--- config.mk ---
export PLATFORM = sky130hd
export DESIGN_NAME = gzip_container_parser_unit
export DESIGN_NICKNAME = d
export VERILOG_FILES = /design/src/rtl/gzcp_pkg.sv /design/src/rtl/gzcp_front.sv /design/src/rtl/gzcp_queue.sv /design/src/rtl/gzcp_back.sv /design/src/rtl/gzip_container_parser_unit.sv
export SDC_FILE = /design/constraint.sdc
export NUM_CORES = 1
export LEC_CHECK = 0
export BUFFER_PORTS_ARGS = -buffer_cell sky130_fd_sc_hd__buf_2
export CAP_MARGIN = 20
export CELL_PAD_IN_SITES_DETAIL_PLACEMENT = 0
export CELL_PAD_IN_SITES_GLOBAL_PLACEMENT = 1
export CORE_ASPECT_RATIO = 2
export CORE_MARGIN = 1.5
export CORE_UTILIZATION = 46
export CTS_CLUSTER_DIAMETER = 100
export DETAILED_ROUTE_END_ITERATION = 10
export PLACE_DENSITY = 0.72
export RECOVER_POWER = 50
export SETUP_SLACK_MARGIN = 0.02
export SYNTH_ARGS = -nofsm -noshare
export SYNTH_HDL_FRONTEND = slang
export SYNTH_SLANG_ARGS = --single-unit
--- constraint.sdc ---
create_clock -name clk_i -period 11.1 [get_ports clk_i]
set_input_delay 1.665 -clock clk_i [delete_from_list [all_inputs] [get_ports clk_i]]
set_output_delay 1.665 -clock clk_i [all_outputs]
set_load 0.02 [all_outputs]
--- src/rtl/gzcp_pkg.sv ---
// Shared types, codes and a helper function of the gzip container parser.
package gzcp_pkg;

  localparam int unsigned TRAILER_BYTES = 8;
  localparam int unsigned TAIL_IDX_W = 3;
  localparam int unsigned FILL_W = 4;
  localparam logic [4:0] MIN_MEMBER = 5'd18;

  localparam logic [7:0] MAGIC0 = 8'h1F;
  localparam logic [7:0] MAGIC1 = 8'h8B;
  localparam logic [7:0] CM_DEFLATE = 8'd8;

  localparam int unsigned FLG_HCRC_BIT = 1;
  localparam int unsigned FLG_EXTRA_BIT = 2;
  localparam int unsigned FLG_NAME_BIT = 3;
  localparam int unsigned FLG_COMMENT_BIT = 4;

  localparam logic [1:0] KIND_PAYLOAD = 2'd0;
  localparam logic [1:0] KIND_NAME = 2'd1;
  localparam logic [1:0] KIND_SUMMARY = 2'd2;

  localparam logic [2:0] ST_OK = 3'd0;
  localparam logic [2:0] ST_SHORT = 3'd1;
  localparam logic [2:0] ST_BAD_MAGIC = 3'd2;
  localparam logic [2:0] ST_BAD_METHOD = 3'd3;
  localparam logic [2:0] ST_TRUNC_EXTRA = 3'd4;
  localparam logic [2:0] ST_TRUNC_NAME = 3'd5;
  localparam logic [2:0] ST_TRUNC_COMMENT = 3'd6;
  localparam logic [2:0] ST_TRUNC_DATA = 3'd7;

  localparam logic [2:0] RANK_XLEN = 3'd1;
  localparam logic [2:0] RANK_NAME = 3'd3;
  localparam logic [2:0] RANK_COMMENT = 3'd4;
  localparam logic [2:0] RANK_HCRC = 3'd5;

  typedef enum logic [7:0] {
    PH_FIXED   = 8'b0000_0001,
    PH_XLEN    = 8'b0000_0010,
    PH_EXTRA   = 8'b0000_0100,
    PH_NAME    = 8'b0000_1000,
    PH_COMMENT = 8'b0001_0000,
    PH_HCRC    = 8'b0010_0000,
    PH_DATA    = 8'b0100_0000,
    PH_ERROR   = 8'b1000_0000
  } phase_e;

  typedef struct packed {
    logic        has_byte;
    logic [1:0]  byte_kind;
    logic [7:0]  byte_val;
    logic        has_sum;
    logic [2:0]  status;
    logic [7:0]  flags;
    logic [31:0] mtime;
    logic [31:0] crc;
    logic [31:0] size;
  } entry_t;

  typedef struct packed {
    logic full;
    logic empty;
  } q_status_t;

  // First optional field at or after the given rank that the flags call for.
  function automatic phase_e next_field(input logic [7:0] flags, input logic [2:0] from_rank);
    phase_e ph;
    ph = PH_DATA;
    if (from_rank <= RANK_HCRC && flags[FLG_HCRC_BIT]) ph = PH_HCRC;
    if (from_rank <= RANK_COMMENT && flags[FLG_COMMENT_BIT]) ph = PH_COMMENT;
    if (from_rank <= RANK_NAME && flags[FLG_NAME_BIT]) ph = PH_NAME;
    if (from_rank <= RANK_XLEN && flags[FLG_EXTRA_BIT]) ph = PH_XLEN;
    return ph;
  endfunction

endpackage

--- src/rtl/gzcp_front.sv ---
// Front end: accepts bytes, tracks the member layout and builds queue entries.
module gzcp_front (
  input  logic              clk_i,
  input  logic              rst_ni,
  input  logic              in_valid_i,
  output logic              in_ready_o,
  input  logic [7:0]        data_byte_i,
  input  logic              last_i,
  input  gzcp_pkg::q_status_t q_stat_i,
  output logic              push_o,
  output gzcp_pkg::entry_t  push_data_o
);

  gzcp_pkg::phase_e phase_q, phase_d;
  logic [3:0]  hidx_q, hidx_d;
  logic [4:0]  total_q, total_d;
  logic [16:0] extra_q, extra_d;
  logic [7:0]  flags_q, flags_d;
  logic [31:0] mtime_q, mtime_d;
  logic [2:0]  err_q, err_d;
  logic [gzcp_pkg::FILL_W-1:0] fill_q, fill_d;
  logic [7:0]  tail_q [gzcp_pkg::TRAILER_BYTES];
  logic [7:0]  tail_d [gzcp_pkg::TRAILER_BYTES];
  logic        accept;
  logic [2:0]  status;
  gzcp_pkg::entry_t ent;

  assign in_ready_o = !q_stat_i.full;
  assign accept = in_valid_i && in_ready_o;

  always_comb begin
    phase_d = phase_q;
    hidx_d = hidx_q;
    extra_d = extra_q;
    flags_d = flags_q;
    mtime_d = mtime_q;
    err_d = err_q;
    fill_d = fill_q;
    tail_d = tail_q;
    ent = '0;
    ent.byte_kind = gzcp_pkg::KIND_PAYLOAD;
    total_d = (total_q < gzcp_pkg::MIN_MEMBER) ? total_q + 5'd1 : total_q;

    case (phase_q)
      gzcp_pkg::PH_FIXED: begin
        if ((hidx_q == 4'd0 && data_byte_i != gzcp_pkg::MAGIC0) ||
            (hidx_q == 4'd1 && data_byte_i != gzcp_pkg::MAGIC1)) begin
          if (err_q == gzcp_pkg::ST_OK) err_d = gzcp_pkg::ST_BAD_MAGIC;
          phase_d = gzcp_pkg::PH_ERROR;
        end else if (hidx_q == 4'd2 && data_byte_i != gzcp_pkg::CM_DEFLATE) begin
          if (err_q == gzcp_pkg::ST_OK) err_d = gzcp_pkg::ST_BAD_METHOD;
          phase_d = gzcp_pkg::PH_ERROR;
        end else begin
          case (hidx_q)
            4'd3: flags_d = data_byte_i;
            4'd4: mtime_d[7:0] = data_byte_i;
            4'd5: mtime_d[15:8] = data_byte_i;
            4'd6: mtime_d[23:16] = data_byte_i;
            4'd7: mtime_d[31:24] = data_byte_i;
            default: ;
          endcase
          if (hidx_q >= 4'd9) begin
            hidx_d = 4'd0;
            phase_d = gzcp_pkg::next_field(flags_q, gzcp_pkg::RANK_XLEN);
          end else begin
            hidx_d = hidx_q + 4'd1;
          end
        end
      end
      gzcp_pkg::PH_XLEN: begin
        if (hidx_q == 4'd0) begin
          extra_d = {9'd0, data_byte_i};
          hidx_d = 4'd1;
        end else begin
          extra_d = {1'b0, data_byte_i, extra_q[7:0]};
          hidx_d = 4'd0;
          phase_d = (extra_d != 17'd0) ? gzcp_pkg::PH_EXTRA
                                       : gzcp_pkg::next_field(flags_q, gzcp_pkg::RANK_NAME);
        end
      end
      gzcp_pkg::PH_EXTRA: begin
        extra_d = extra_q - 17'd1;
        if (extra_d == 17'd0) phase_d = gzcp_pkg::next_field(flags_q, gzcp_pkg::RANK_NAME);
      end
      gzcp_pkg::PH_NAME: begin
        if (data_byte_i == 8'd0) begin
          phase_d = gzcp_pkg::next_field(flags_q, gzcp_pkg::RANK_COMMENT);
        end else begin
          ent.has_byte = 1'b1;
          ent.byte_kind = gzcp_pkg::KIND_NAME;
          ent.byte_val = data_byte_i;
        end
      end
      gzcp_pkg::PH_COMMENT: begin
        if (data_byte_i == 8'd0) phase_d = gzcp_pkg::next_field(flags_q, gzcp_pkg::RANK_HCRC);
      end
      gzcp_pkg::PH_HCRC: begin
        if (hidx_q == 4'd0) begin
          hidx_d = 4'd1;
        end else begin
          hidx_d = 4'd0;
          phase_d = gzcp_pkg::PH_DATA;
        end
      end
      gzcp_pkg::PH_DATA: begin
        if (fill_q >= gzcp_pkg::FILL_W'(gzcp_pkg::TRAILER_BYTES)) begin
          ent.has_byte = 1'b1;
          ent.byte_kind = gzcp_pkg::KIND_PAYLOAD;
          ent.byte_val = tail_q[0];
          for (int i = 0; i < gzcp_pkg::TRAILER_BYTES - 1; i++) begin
            tail_d[i] = tail_q[i+1];
          end
          tail_d[gzcp_pkg::TRAILER_BYTES-1] = data_byte_i;
        end else begin
          tail_d[fill_q[gzcp_pkg::TAIL_IDX_W-1:0]] = data_byte_i;
          fill_d = fill_q + 1'b1;
        end
      end
      default: ;
    endcase

    if (total_d < gzcp_pkg::MIN_MEMBER) begin
      status = gzcp_pkg::ST_SHORT;
    end else if (err_d != gzcp_pkg::ST_OK) begin
      status = err_d;
    end else if (phase_d == gzcp_pkg::PH_XLEN || phase_d == gzcp_pkg::PH_EXTRA) begin
      status = gzcp_pkg::ST_TRUNC_EXTRA;
    end else if (phase_d == gzcp_pkg::PH_NAME) begin
      status = gzcp_pkg::ST_TRUNC_NAME;
    end else if (phase_d == gzcp_pkg::PH_COMMENT) begin
      status = gzcp_pkg::ST_TRUNC_COMMENT;
    end else if (phase_d == gzcp_pkg::PH_DATA &&
                 fill_d >= gzcp_pkg::FILL_W'(gzcp_pkg::TRAILER_BYTES)) begin
      status = gzcp_pkg::ST_OK;
    end else begin
      status = gzcp_pkg::ST_TRUNC_DATA;
    end

    ent.has_sum = last_i;
    ent.status = status;
    ent.flags = flags_d;
    ent.mtime = mtime_d;
    if (status == gzcp_pkg::ST_OK) begin
      ent.crc = {tail_d[3], tail_d[2], tail_d[1], tail_d[0]};
      ent.size = {tail_d[7], tail_d[6], tail_d[5], tail_d[4]};
    end

    if (last_i) begin
      phase_d = gzcp_pkg::PH_FIXED;
      hidx_d = 4'd0;
      total_d = 5'd0;
      extra_d = 17'd0;
      flags_d = 8'd0;
      mtime_d = 32'd0;
      err_d = gzcp_pkg::ST_OK;
      fill_d = '0;
    end
  end

  assign push_o = accept && (ent.has_byte || ent.has_sum);
  assign push_data_o = ent;

  always_ff @(posedge clk_i or negedge rst_ni) begin
    if (!rst_ni) begin
      phase_q <= gzcp_pkg::PH_FIXED;
      hidx_q <= 4'd0;
      total_q <= 5'd0;
      extra_q <= 17'd0;
      flags_q <= 8'd0;
      mtime_q <= 32'd0;
      err_q <= gzcp_pkg::ST_OK;
      fill_q <= '0;
    end else if (accept) begin
      phase_q <= phase_d;
      hidx_q <= hidx_d;
      total_q <= total_d;
      extra_q <= extra_d;
      flags_q <= flags_d;
      mtime_q <= mtime_d;
      err_q <= err_d;
      fill_q <= fill_d;
    end
  end

  always_ff @(posedge clk_i) begin
    if (accept) begin
      tail_q <= tail_d;
    end
  end

endmodule

--- src/rtl/gzcp_queue.sv ---
// Small queue of result entries between the front end and the back end.
module gzcp_queue #(
  parameter int unsigned DEPTH = 2
) (
  input  logic                clk_i,
  input  logic                rst_ni,
  input  logic                push_i,
  input  gzcp_pkg::entry_t    push_data_i,
  input  logic                pop_i,
  output gzcp_pkg::entry_t    head_o,
  output gzcp_pkg::q_status_t stat_o
);

  localparam int unsigned PTR_W = (DEPTH > 1) ? $clog2(DEPTH) : 1;
  localparam int unsigned CNT_W = $clog2(DEPTH + 1);

  gzcp_pkg::entry_t  mem_q [DEPTH];
  logic [PTR_W-1:0] wptr_q, wptr_d;
  logic [PTR_W-1:0] rptr_q, rptr_d;
  logic [CNT_W-1:0] cnt_q, cnt_d;
  logic             do_push;
  logic             do_pop;

  assign stat_o.full = (cnt_q == CNT_W'(DEPTH));
  assign stat_o.empty = (cnt_q == '0);
  assign do_push = push_i && !stat_o.full;
  assign do_pop = pop_i && !stat_o.empty;
  assign head_o = mem_q[rptr_q];

  always_comb begin
    wptr_d = wptr_q;
    rptr_d = rptr_q;
    cnt_d = cnt_q;
    if (do_push) begin
      wptr_d = (wptr_q == PTR_W'(DEPTH - 1)) ? '0 : wptr_q + 1'b1;
    end
    if (do_pop) begin
      rptr_d = (rptr_q == PTR_W'(DEPTH - 1)) ? '0 : rptr_q + 1'b1;
    end
    if (do_push && !do_pop) begin
      cnt_d = cnt_q + 1'b1;
    end else if (do_pop && !do_push) begin
      cnt_d = cnt_q - 1'b1;
    end
  end

  always_ff @(posedge clk_i or negedge rst_ni) begin
    if (!rst_ni) begin
      wptr_q <= '0;
      rptr_q <= '0;
      cnt_q <= '0;
    end else begin
      wptr_q <= wptr_d;
      rptr_q <= rptr_d;
      cnt_q <= cnt_d;
    end
  end

  always_ff @(posedge clk_i) begin
    if (do_push) begin
      mem_q[wptr_q] <= push_data_i;
    end
  end

endmodule

--- src/rtl/gzcp_back.sv ---
// Back end: turns queue entries into one or two result beats.
module gzcp_back (
  input  logic                clk_i,
  input  logic                rst_ni,
  input  gzcp_pkg::entry_t    head_i,
  input  gzcp_pkg::q_status_t q_stat_i,
  output logic                pop_o,
  output logic                out_valid_o,
  input  logic                out_ready_i,
  output logic [1:0]          kind_o,
  output logic [7:0]          out_byte_o,
  output logic [2:0]          status_o,
  output logic [7:0]          header_flags_o,
  output logic [31:0]         mod_time_o,
  output logic [31:0]         stored_crc_o,
  output logic [31:0]         stored_size_o,
  output logic                run_end_o
);

  logic        valid_q, valid_d;
  logic        byte_done_q, byte_done_d;
  logic        load;
  logic [1:0]  kind_q, kind_d;
  logic [7:0]  byte_q, byte_d;
  logic [2:0]  status_q, status_d;
  logic [7:0]  flags_q, flags_d;
  logic [31:0] mtime_q, mtime_d;
  logic [31:0] crc_q, crc_d;
  logic [31:0] size_q, size_d;
  logic        run_end_q, run_end_d;

  assign load = !valid_q || out_ready_i;

  always_comb begin
    pop_o = 1'b0;
    byte_done_d = byte_done_q;
    valid_d = valid_q && !out_ready_i;
    kind_d = kind_q;
    byte_d = byte_q;
    status_d = status_q;
    flags_d = flags_q;
    mtime_d = mtime_q;
    crc_d = crc_q;
    size_d = size_q;
    run_end_d = run_end_q;
    if (load && !q_stat_i.empty) begin
      valid_d = 1'b1;
      if (head_i.has_byte && !byte_done_q) begin
        kind_d = head_i.byte_kind;
        byte_d = head_i.byte_val;
        status_d = gzcp_pkg::ST_OK;
        flags_d = 8'd0;
        mtime_d = 32'd0;
        crc_d = 32'd0;
        size_d = 32'd0;
        run_end_d = !head_i.has_sum;
        if (head_i.has_sum) begin
          byte_done_d = 1'b1;
        end else begin
          pop_o = 1'b1;
        end
      end else begin
        kind_d = gzcp_pkg::KIND_SUMMARY;
        byte_d = 8'd0;
        status_d = head_i.status;
        flags_d = head_i.flags;
        mtime_d = head_i.mtime;
        crc_d = head_i.crc;
        size_d = head_i.size;
        run_end_d = 1'b1;
        pop_o = 1'b1;
        byte_done_d = 1'b0;
      end
    end
  end

  always_ff @(posedge clk_i or negedge rst_ni) begin
    if (!rst_ni) begin
      valid_q <= 1'b0;
      byte_done_q <= 1'b0;
    end else begin
      valid_q <= valid_d;
      byte_done_q <= byte_done_d;
    end
  end

  always_ff @(posedge clk_i) begin
    kind_q <= kind_d;
    byte_q <= byte_d;
    status_q <= status_d;
    flags_q <= flags_d;
    mtime_q <= mtime_d;
    crc_q <= crc_d;
    size_q <= size_d;
    run_end_q <= run_end_d;
  end

  assign out_valid_o = valid_q;
  assign kind_o = kind_q;
  assign out_byte_o = byte_q;
  assign status_o = status_q;
  assign header_flags_o = flags_q;
  assign mod_time_o = mtime_q;
  assign stored_crc_o = crc_q;
  assign stored_size_o = size_q;
  assign run_end_o = run_end_q;

endmodule

--- src/rtl/gzip_container_parser_unit.sv ---
// Top level of the gzip member parser: front end, entry queue and back end.
//
//   Channel | Handshake             | Beat contents
//   --------+-----------------------+----------------------------------------------
//   in      | in_valid_i/in_ready_o | data_byte_i, last_i
//   out     | out_valid_o/out_ready_i | kind_o, out_byte_o, status_o, header_flags_o,
//           |                       | mod_time_o, stored_crc_o, stored_size_o, run_end_o
//
// One input beat is accepted per cycle while the entry queue has room.
// A result is written into the entry queue and then into the back-end output register before it is presented.
// A beat that yields two results holds its queue entry until both have been loaded; the
// queue of QUEUE_DEPTH entries absorbs it, and the input stalls only while the queue is full.
// Reset is asynchronous and active low; it clears the parse state and the queue.
// A stalled output holds its beat while the front end keeps accepting until the queue fills.
module gzip_container_parser_unit #(
  parameter int unsigned QUEUE_DEPTH = 2
) (
  input  logic        clk_i,
  input  logic        rst_ni,
  input  logic        in_valid_i,
  output logic        in_ready_o,
  input  logic [7:0]  data_byte_i,
  input  logic        last_i,
  output logic        out_valid_o,
  input  logic        out_ready_i,
  output logic [1:0]  kind_o,
  output logic [7:0]  out_byte_o,
  output logic [2:0]  status_o,
  output logic [7:0]  header_flags_o,
  output logic [31:0] mod_time_o,
  output logic [31:0] stored_crc_o,
  output logic [31:0] stored_size_o,
  output logic        run_end_o
);

  gzcp_pkg::q_status_t q_stat;
  gzcp_pkg::entry_t    push_data;
  gzcp_pkg::entry_t    head;
  logic                push;
  logic                pop;

  gzcp_front u_front (
    .clk_i       (clk_i),
    .rst_ni      (rst_ni),
    .in_valid_i  (in_valid_i),
    .in_ready_o  (in_ready_o),
    .data_byte_i (data_byte_i),
    .last_i      (last_i),
    .q_stat_i    (q_stat),
    .push_o      (push),
    .push_data_o (push_data)
  );

  gzcp_queue #(
    .DEPTH (QUEUE_DEPTH)
  ) u_queue (
    .clk_i       (clk_i),
    .rst_ni      (rst_ni),
    .push_i      (push),
    .push_data_i (push_data),
    .pop_i       (pop),
    .head_o      (head),
    .stat_o      (q_stat)
  );

  gzcp_back u_back (
    .clk_i          (clk_i),
    .rst_ni         (rst_ni),
    .head_i         (head),
    .q_stat_i       (q_stat),
    .pop_o          (pop),
    .out_valid_o    (out_valid_o),
    .out_ready_i    (out_ready_i),
    .kind_o         (kind_o),
    .out_byte_o     (out_byte_o),
    .status_o       (status_o),
    .header_flags_o (header_flags_o),
    .mod_time_o     (mod_time_o),
    .stored_crc_o   (stored_crc_o),
    .stored_size_o  (stored_size_o),
    .run_end_o      (run_end_o)
  );

endmodule

==> flow_results.org, run 1 <==
** Status
- The flow ran to the end, but the final reports show violations.
- Violated checks :: max-capacitance violations, max-slew violations

** Floorplan
- Number of core rows :: 113
- Die Y-Extent :: 314.2 um
- In this run the standard cell core region covers 0.04765 mm2.
- Die area :: 0.04984 mm2
- Initial cell density of the core :: 46.76%
- Measured along the x axis, the die boundary spans 158.6 um.
- 133 I/O pins were placed.

** Timing
- Endpoints failing setup :: 0
- Headroom to the max-slew limit came out at -123.6%.
- Worst-margin pin slew :: 3.353 ns
- Upper clock frequency limit :: 0.1333 GHz
- The count of pins over their slew limit was 596.
- The number of hold violations in the final report is 0.
- The clock arrives with 0.02334 ns of skew.
- Final period util :: 67.57%
- Setup total negative slack :: 0 ns
- Setup repair after global routing missed its margin :: no
- The worst path meets setup with 3.600 ns of slack.
- The worst path needs 7.500 ns of the cycle, external delays included.

** GRT
- The number of global-route vias before repair was 14570.
- Number of antenna violations at the first check in global routing :: 0
- Entering global routing, the biggest net connects 68 pins.
- Across every metal layer, demand over resource in global routing totals 23.42%.
- Leftover overflow at the end of global routing :: 0
- The first global-routing pass estimated 87660 um of wire.

** Clock tree
- Insertion delay to the later sink of the worst-skew pair :: 0.58 ns
- Deepest level of the CTS H-tree :: 2
- Clock Sink Count :: 505
- TritonCTS clock tree :: yes
- After clock tree synthesis, the clock-pin slew on the worst setup and hold paths is 0.07 ns.
- In this run the deepest clock path goes through 3 buffers.
- Number of buffers created by CTS :: 45
- Post-CTS Setup Inserts :: 0
- In this run, post-CTS repair resized a total of 0 instances.
- In this run the clock root is driven by a sky130_fd_sc_hd__clkbuf_16.
- For this design, the CTS-stage hold fixing added 0 buffers.

** Synth
- Number of enable-type register cells in the synthesized netlist :: 418
- Most common library cells after synthesis :: 418 x sky130_fd_sc_hd__edfxtp_1, 176 x sky130_fd_sc_hd__nor2_1, 119 x sky130_fd_sc_hd__mux2i_1, 119 x sky130_fd_sc_hd__o21ai_0, 113 x sky130_fd_sc_hd__a22oi_1
- Number of cells produced by synthesis :: 1606
- Most frequently used flop master after synthesis :: sky130_fd_sc_hd__edfxtp_1
- Among all cell types in the netlist, the one instantiated most often is sky130_fd_sc_hd__edfxtp_1.
- The synthesized netlist contains 71 unique library cells.
- Counting flops with an async set or reset pin after synthesis yields a share of 17.23%.
- Summed over its instances, the top area cell type makes up 56.34% of the synthesized netlist area.
- Count of state elements after synthesis :: 505
- Post-synthesis instance area :: 0.02228 mm2
- By area the synthesized netlist is led by sky130_fd_sc_hd__edfxtp_1 56%, sky130_fd_sc_hd__dfrtp_1 9.7%, sky130_fd_sc_hd__mux2i_1 5.3%, sky130_fd_sc_hd__a22oi_1 3.8%, sky130_fd_sc_hd__nor4b_2 3.4%.
- The synthesized design spends more area on one cell type than any other, namely sky130_fd_sc_hd__edfxtp_1.
- A synthesized cell averages 13.87 um2.
- Yosys printed 0 warnings.
- The share of the Yosys chip area taken by registers is 66.12%.
- Post-Synthesis Net Count :: 1629

** Pwr
- Total power :: 5900 uW
- Pwr dens :: 237.3 mW/mm2
- Peak supply drop :: 0.3126 mV
- Leak :: 0.008977 uW

** Route
- Post-DR wirelength/cell :: 24.27 um
- In this run, the number of DRC markers left after iteration 0 of detailed routing was 1031.
- Drt via density :: 6.005
- DR DRC count :: 0
- Summing over every cut layer, the via total after detailed routing is 14160.
- Wire length reported by the detailed router :: 57220 um
- The detail route stage leaves a number of antenna-violating nets equal to 0.
- The first detailed-routing pass took 5 iterations.

** Worst setup path
- The worst setup path is captured at a flip-flop.
- STA puts the critical path data required time at 11.53 ns.
- Number of cells on the worst reg-to-reg path :: 8
- By startpoint and endpoint, the worst setup path is classified as in2reg.
- The most critical setup path has its startpoint at in_valid_i.
- In this run the worst path has a maximum fanout of 55.
- The startpoint identified for the worst register-to-register timing path is u_queue.cnt_q[0].
- Signal arrival time at the worst endpoint :: 7.93 ns
- CP startpoint kind :: primary input

** Placement
- Worst Setup Slack post-DPL :: 5.258 ns
- Routability cong. :: 0.9044
- Once placement finished, the instance area stood at 0.02347 mm2.
- The count of buffers added on input and output ports is 132.
- HPWL reported at the end of detailed placement :: 37700 um
- The number of placed instances, taps included, is 2274.

** Cells and area
- Share of post-route cells with drive strength above 1 :: 12.22%
- Final design instance area without fill :: 0.02486 mm2
- Final standard cell count with taps included and fillers excluded :: 2358
- Count of antenna diodes in the layout :: 0
- Layout overhead on the synthesized area :: 11.60%
- Count of nets after finishing :: 1712

** Worst hold path
- Hold WC Path Type :: reg2reg
- Worst hold path startpoint :: u_front.extra_q[16]
- Counting instances, the worst hold path has a depth of 1.

** Run
- The tool flagged a number of max-cap violations equal to 11.
-- area by class of cell --
cell class	count	area, um2
Fill cell	4084	22790
Sequential cell	505	14730
Clock inverter	37	467.9
Inverter	16	60.06
Tap cell	632	790.8
Multi-Input combinational cell	966	7023
Timing Repair Buffer	155	634.4
Clock buffer	47	1155
-- routing by layer --
layer  part of all wire (%)  global-route usage (%)
met3                    4.1                   2.437
met5                      0                       0
met4                    5.2                   11.75
met2                     55                   43.34
met1                     36                   26.21
-- flip-flops by register name, summed over array words and instances, names as in the netlist, 2 cells and up --
signal                 cells
u_back.mod_time_o         32
u_queue.cnt_q              2
u_back.header_flags_o      8
u_front.extra_q           17
u_front.err_q              3
u_back.kind_o              2
u_back.out_byte_o          8
u_front.fill_q             4
u_back.stored_crc_o       32
u_front.phase_q            8
u_back.stored_size_o      32
u_front.tail_q            64
u_front.hidx_q             4
u_queue.mem_q            236
u_front.mtime_q           32
u_front.total_q            5
u_front.flags_q            8
u_back.status_o            3
-- path summary, 6_finish.rpt --
check,slack (ns),to
max in group asynchronous,5.68,u_front.hidx_q[3]
setup reg to reg,4.12,u_front.extra_q[10]
hold / removal,0.49,u_front.extra_q[16]
hold reg to reg,0.49,u_front.extra_q[16]
setup / recovery,3.60,u_front.extra_q[10]
min in group asynchronous,1.73,u_back.byte_done_q
-- logic make-up after synthesis --
group	Yosys count	synth area share, %
buffers and inverters	135	2.623
muxes	163	7.571
DFF	505	66.12
adders and majority gates	10	0.5616
xor gates and xnor gates	11	0.4325
AOI/OAI and AO/OA	370	11.18
and+or+nand+nor	412	11.51
-- cells in the final DEF, fill, tap and decap left out, types with 22 or more instances in the layout --
master                        n
sky130_fd_sc_hd__edfxtp_1   418
sky130_fd_sc_hd__nand2_1     45
sky130_fd_sc_hd__nand3_1     22
sky130_fd_sc_hd__a22oi_1    113
sky130_fd_sc_hd__clkbuf_16   46
sky130_fd_sc_hd__dfrtp_1     86
sky130_fd_sc_hd__a21oi_1     28
sky130_fd_sc_hd__a22o_1      51
sky130_fd_sc_hd__mux2i_1    119
sky130_fd_sc_hd__nor4b_2     50
sky130_fd_sc_hd__o21ai_0    119
sky130_fd_sc_hd__clkbuf_1   136
sky130_fd_sc_hd__nor2_1     175
sky130_fd_sc_hd__mux2_2      38
-- where the power goes --
part / switching (uW) / internal [uW]
clock network: 733 / 962
logic: 1090 / 420
registers: 151 / 2550
-- critical path, cell delays in order --
cell	delay, ns
sky130_fd_sc_hd__buf_2	0.08
sky130_fd_sc_hd__nand2_2	0.04
sky130_fd_sc_hd__clkbuf_1	0.99
sky130_fd_sc_hd__inv_1	1.39
sky130_fd_sc_hd__clkbuf_1	2.31
sky130_fd_sc_hd__o31ai_1	0.90
sky130_fd_sc_hd__o21ai_0	0.38
sky130_fd_sc_hd__o21ai_0	0.12
-- through the flow --
stage,hold slack (ns),utilization (%)
floorplan,0.4485,-
CTS,0.4911,52.67
global placement,0.4672,49.25
finish,0.4918,52.18
detailed placement,0.4815,49.26
global route,0.5104,52.18
No activity file was read; power rests on OpenSTA's default activity.
==> inputs of run 2 (changes only) <==
Settings changed: ABC_AREA set to 1, CORE_UTILIZATION 46 to 48, PLACE_DENSITY 0.72 to 0.76.
Clock period 11.1 ns to 7.3 ns, I/O delays scaled along.
==> run 2 against run 1 <==
Compared with the run above:
- the flow still finishes with violations (max-capacitance violations, max-slew violations)
- synthesized area is 2.4% higher
- first-iteration DRC count is 2.6% lower
- clock power is 43% higher
- clock skew decreased by 0.00077 ns
- combinational power up 120%
- critical path depth up 11
- critical endpoint is now u_queue.mem_q[1][34]
- largest cell class unchanged
- largest power group unchanged
- highest routed layer is now met5
==> flow_results.org, run 2 <==
** Cells and area
- Leading registers by flop count :: u_queue.mem_q (236), u_front.tail_q (64)
- Counting flops per register, the top entry is u_queue.mem_q.
- Most frequent cells in the layout :: 705 x sky130_fd_sc_hd__nand2_1, 418 x sky130_fd_sc_hd__edfxtp_1, 359 x sky130_fd_sc_hd__inv_1
- Counting the fill cells in the layout gives 4354.
- Number of flip-flops under the largest register name :: 236
- Leaving out fill and tap cells, the most frequent cell in the layout is sky130_fd_sc_hd__nand2_1.
- Share of post-route cells with drive strength above 1 :: 6.260%
- From synthesis to final layout, the design area changed by 11.28%.
- For this run, the post-layout net count is 2434.
- At the end of the flow the core is filled with cells to 54.26%.

** Timing
- Final critical path time including I/O delays and setup :: 5.256 ns
- The final critical path takes up 72.00% of the cycle.
- At the pin with the least slew margin, the transition time is 2.792 ns.
- Timing would allow up to 0.1903 GHz.
- The clock arrives with 0.02257 ns of skew.
- Endpoints failing setup :: 0
- Headroom to the max-slew limit came out at -87.18%.
- On the final layout, the worst hold slack is 0.4810 ns.
- The number of hold violations in the final report was 0.
- Setup repair after global routing left no endpoint under its margin.
- The count of pins over their slew limit was 380.
- Final setup slack of the worst path :: 2.044 ns
- Setup total negative slack :: 0 ns

** Synth
- FFs w/ async S/R, synth :: 17.23%
- Cell with the most instances after synthesis :: sky130_fd_sc_hd__nand2_1
- The Yosys step of the flow raised 0 warnings.
- Number of cells produced by synthesis :: 2312
- Most frequently used flop master after synthesis :: sky130_fd_sc_hd__edfxtp_1
- Proportion of synthesized chip area in sequential cells :: 64.54%
- Main area contributors after synthesis :: sky130_fd_sc_hd__edfxtp_1 55%, sky130_fd_sc_hd__nand2_1 12%, sky130_fd_sc_hd__dfrtp_1 9.4%, sky130_fd_sc_hd__inv_1 5.9%, sky130_fd_sc_hd__o21ai_0 3.4%
- Counting flops and latches in the post-synthesis netlist gives 505.
- sky130_fd_sc_hd__edfxtp_1 takes more of the synthesized area than any other cell.
- Counting flops with a built-in enable in the synthesized netlist gives 418.
- In this run the cell area of the synthesized design comes to 0.02282 mm2.
- Count of unique library cells instantiated by Yosys :: 44
- Counting every net in the synthesized netlist gives 2335.
- Mean area per synthesized cell :: 9.872 um2
- Most common library cells after synthesis :: 704 x sky130_fd_sc_hd__nand2_1, 418 x sky130_fd_sc_hd__edfxtp_1, 361 x sky130_fd_sc_hd__inv_1
- After synthesis, the largest area contributor takes up 55.00% of total cell area.

** Pwr
- Total power :: 10100 uW
- Pwr dens :: 397.5 mW/mm2
- Leak :: 0.01144 uW
- Peak supply drop :: 0.2266 mV

** Clock tree
- Counting every sink on the clock net gives 505.
- Root Buffer Master :: sky130_fd_sc_hd__clkbuf_16
- TritonCTS built the clock tree.
- At the later pin of the worst-skew pair, clock insertion delay measures 0.58 ns.
- Once the clock tree was built, the setup fixing pass inserted 0 buffers.
- Deepest level of the CTS H-tree :: 2
- Number of buffers created by CTS :: 44
- For this design, the CTS-stage hold fixing added 0 buffers.
- Clock edge transition at the registers on the reported setup and hold paths :: 0.06 ns
- Longest Clk Path Bufs :: 3
- Post-CTS repair changed the size of 0 cells.

** Route
- Drt via density :: 5.241
- For this block, the routed nets add up to 60130 um of wire.
- Antenna-violating nets left :: 0
- After detailed routing, the average wire length per cell comes to 19.57 um.
- After detailed routing, the number of remaining DRC violations is 0.
- Initial drt markers :: 1004
- Via count :: 16100
- Length of the first detailed-routing pass in iterations :: 7

** Worst setup path
- For this run, the slowest stage of the critical path takes 1.95 ns.
- In this run the worst setup path begins at u_front.phase_q[1].
- Worst setup EP type :: flip-flop
- The critical path is of the reg2reg type.
- Worst flop-to-flop path endpoint :: u_queue.mem_q[1][34]
- The worst register-to-register path has a setup slack of 2.04 ns.
- Required time of the critical path :: 7.70 ns
- CP max FO :: 57
- Following the worst setup path forward leads to its endpoint at u_queue.mem_q[1][34].
- Crit path cell chain :: inv_1, nand2_1, inv_1, nand2_1, inv_1, nand2_1, inv_1, clkbuf_1, o21ai_1, nand2_1, nand2_1, nor2_1, nand3_1, nand3_1, nand2_1, inv_1, nand3_4, buf_16, nor2_1
- CP startpoint kind :: flip-flop
- At the worst endpoint, the arrival time is 5.66 ns.
- For the worst flop-to-flop path, the logic depth is 19.
- Slowest stage cell on the critical path :: sky130_fd_sc_hd__clkbuf_1
- In this run the critical register-to-register path is launched from u_front.phase_q[1].
- Most common cell on crit path :: sky130_fd_sc_hd__nand2_1

** GRT
- The number of global-route vias before repair was 16080.
- Number of antenna violations at the first check in global routing :: 2
- For this run, the total global-route usage over all layers was measured as 24.99%.
- The total overflow left after global routing is 0.
- Global-route wire length before repair :: 92070 um
- Pin count of the biggest net entering global routing :: 75

** Floorplan
- Die area :: 0.04895 mm2
- The floorplan step set the die width to 157.2 um.
- The total area inside the core boundary comes to 0.04680 mm2.
- Die Y-Extent :: 311.4 um
- IO Pins :: 133
- Once the floorplan was initialized, standard cells occupied 48.76% of the core.
- Number of core rows :: 112

** Placement
- Routability-driven placement finished with a final weighted congestion of 0.9438.
- Once detailed placement completed, the half-perimeter wirelength came to 40750 um.
- Worst Setup Slack post-DPL :: 2.240 ns
- Number of input and output port buffers inserted :: 132

** Worst hold path
- Worst hold path stage count :: 2
- Hold WC Path Type :: reg2reg

** Status
- Run status :: finished, violations left
- The final reports fail on max-capacitance violations, max-slew violations.

** Run
- MaxCap Viol Count :: 8
-- run 2: changes by cell type after synthesis, moves of 36 or more --
cell | previous run | this run
sky130_fd_sc_hd__nor2_2 | 1 | 37
sky130_fd_sc_hd__mux2_2 | 44 | 0
sky130_fd_sc_hd__mux2i_1 | 119 | 18
sky130_fd_sc_hd__a22o_1 | 51 | 1
sky130_fd_sc_hd__inv_1 | 13 | 361
sky130_fd_sc_hd__nand2_1 | 47 | 704
sky130_fd_sc_hd__nor4b_2 | 50 | 0
sky130_fd_sc_hd__o21ai_0 | 119 | 155
sky130_fd_sc_hd__o22ai_1 | 0 | 39
sky130_fd_sc_hd__a22oi_1 | 113 | 0
-- run 2: how the worst min path moves through the flow --
| stage | from | endpoint |
|---|---|---|
| floorplan | u_front.mtime_q[0] | u_front.mtime_q[0] |
| global placement | u_front.mtime_q[6] | u_front.mtime_q[6] |
| detailed placement | u_front.mtime_q[8] | u_front.mtime_q[8] |
| CTS | u_front.mtime_q[2] | u_front.mtime_q[2] |
| global route | u_front.mtime_q[1] | u_front.mtime_q[1] |
| finish | u_front.mtime_q[1] | u_front.mtime_q[1] |
-- run 2: cell type report --
class | count | area, um2 | share of cell area [%]
Timing Repair Buffer | 154 | 699.4 | 2.754
Inverter | 370 | 1393 | 5.483
Sequential cell | 505 | 14730 | 58.00
Tap cell | 627 | 784.5 | 3.089
Clock buffer | 60 | 1242 | 4.892
Clock inverter | 19 | 239.0 | 0.9409
Antenna cell | 1 | 2.502 | 0.009853
Multi-Input combinational cell | 1336 | 6307 | 24.83
-- run 2: metal layers --
metal / wire, um / global-route usage [%] / part of all wire [%]
met5: 23 / 0 / 0.038
met4: 3862 / 14.56 / 6.4
met3: 2034 / 3.045 / 3.4
met2: 32630 / 46.47 / 54
met1: 21580 / 26.49 / 36
-- run 2: cell families after synthesis --
kind of cell,Yosys count,share of synthesized area (%)
buf+inv,471,7.960
xor+xnor,9,0.3454
compound gates,312,8.218
fa+ha+maj,10,0.5482
mux,18,0.7894
simple gates,987,17.60
flops,505,64.54
-- run 2: metrics by stage --
stage	instances	cell area, um2
floorplan	2312	22830
global placement	2990	24070
detailed placement	2991	24080
CTS	3070	25560
global route	3071	25400
finish	3072	25400
-- run 2: power breakdown --
part	switching (uW)	internal [uW]	leakage, uW
logic	2490	815	0.00553
registers	312	4070	0.00519
clock network	1040	1370	0.000723
-- run 2: worst max-delay path, delay by kind of cell (launching register included) --
| kind | cells | cell delay (ns) |
|---|---|---|
| buf+inv | 7 | 2.73 |
| simple gates | 11 | 1.56 |
| flops | 1 | 0.45 |
| compound gates | 1 | 0.29 |
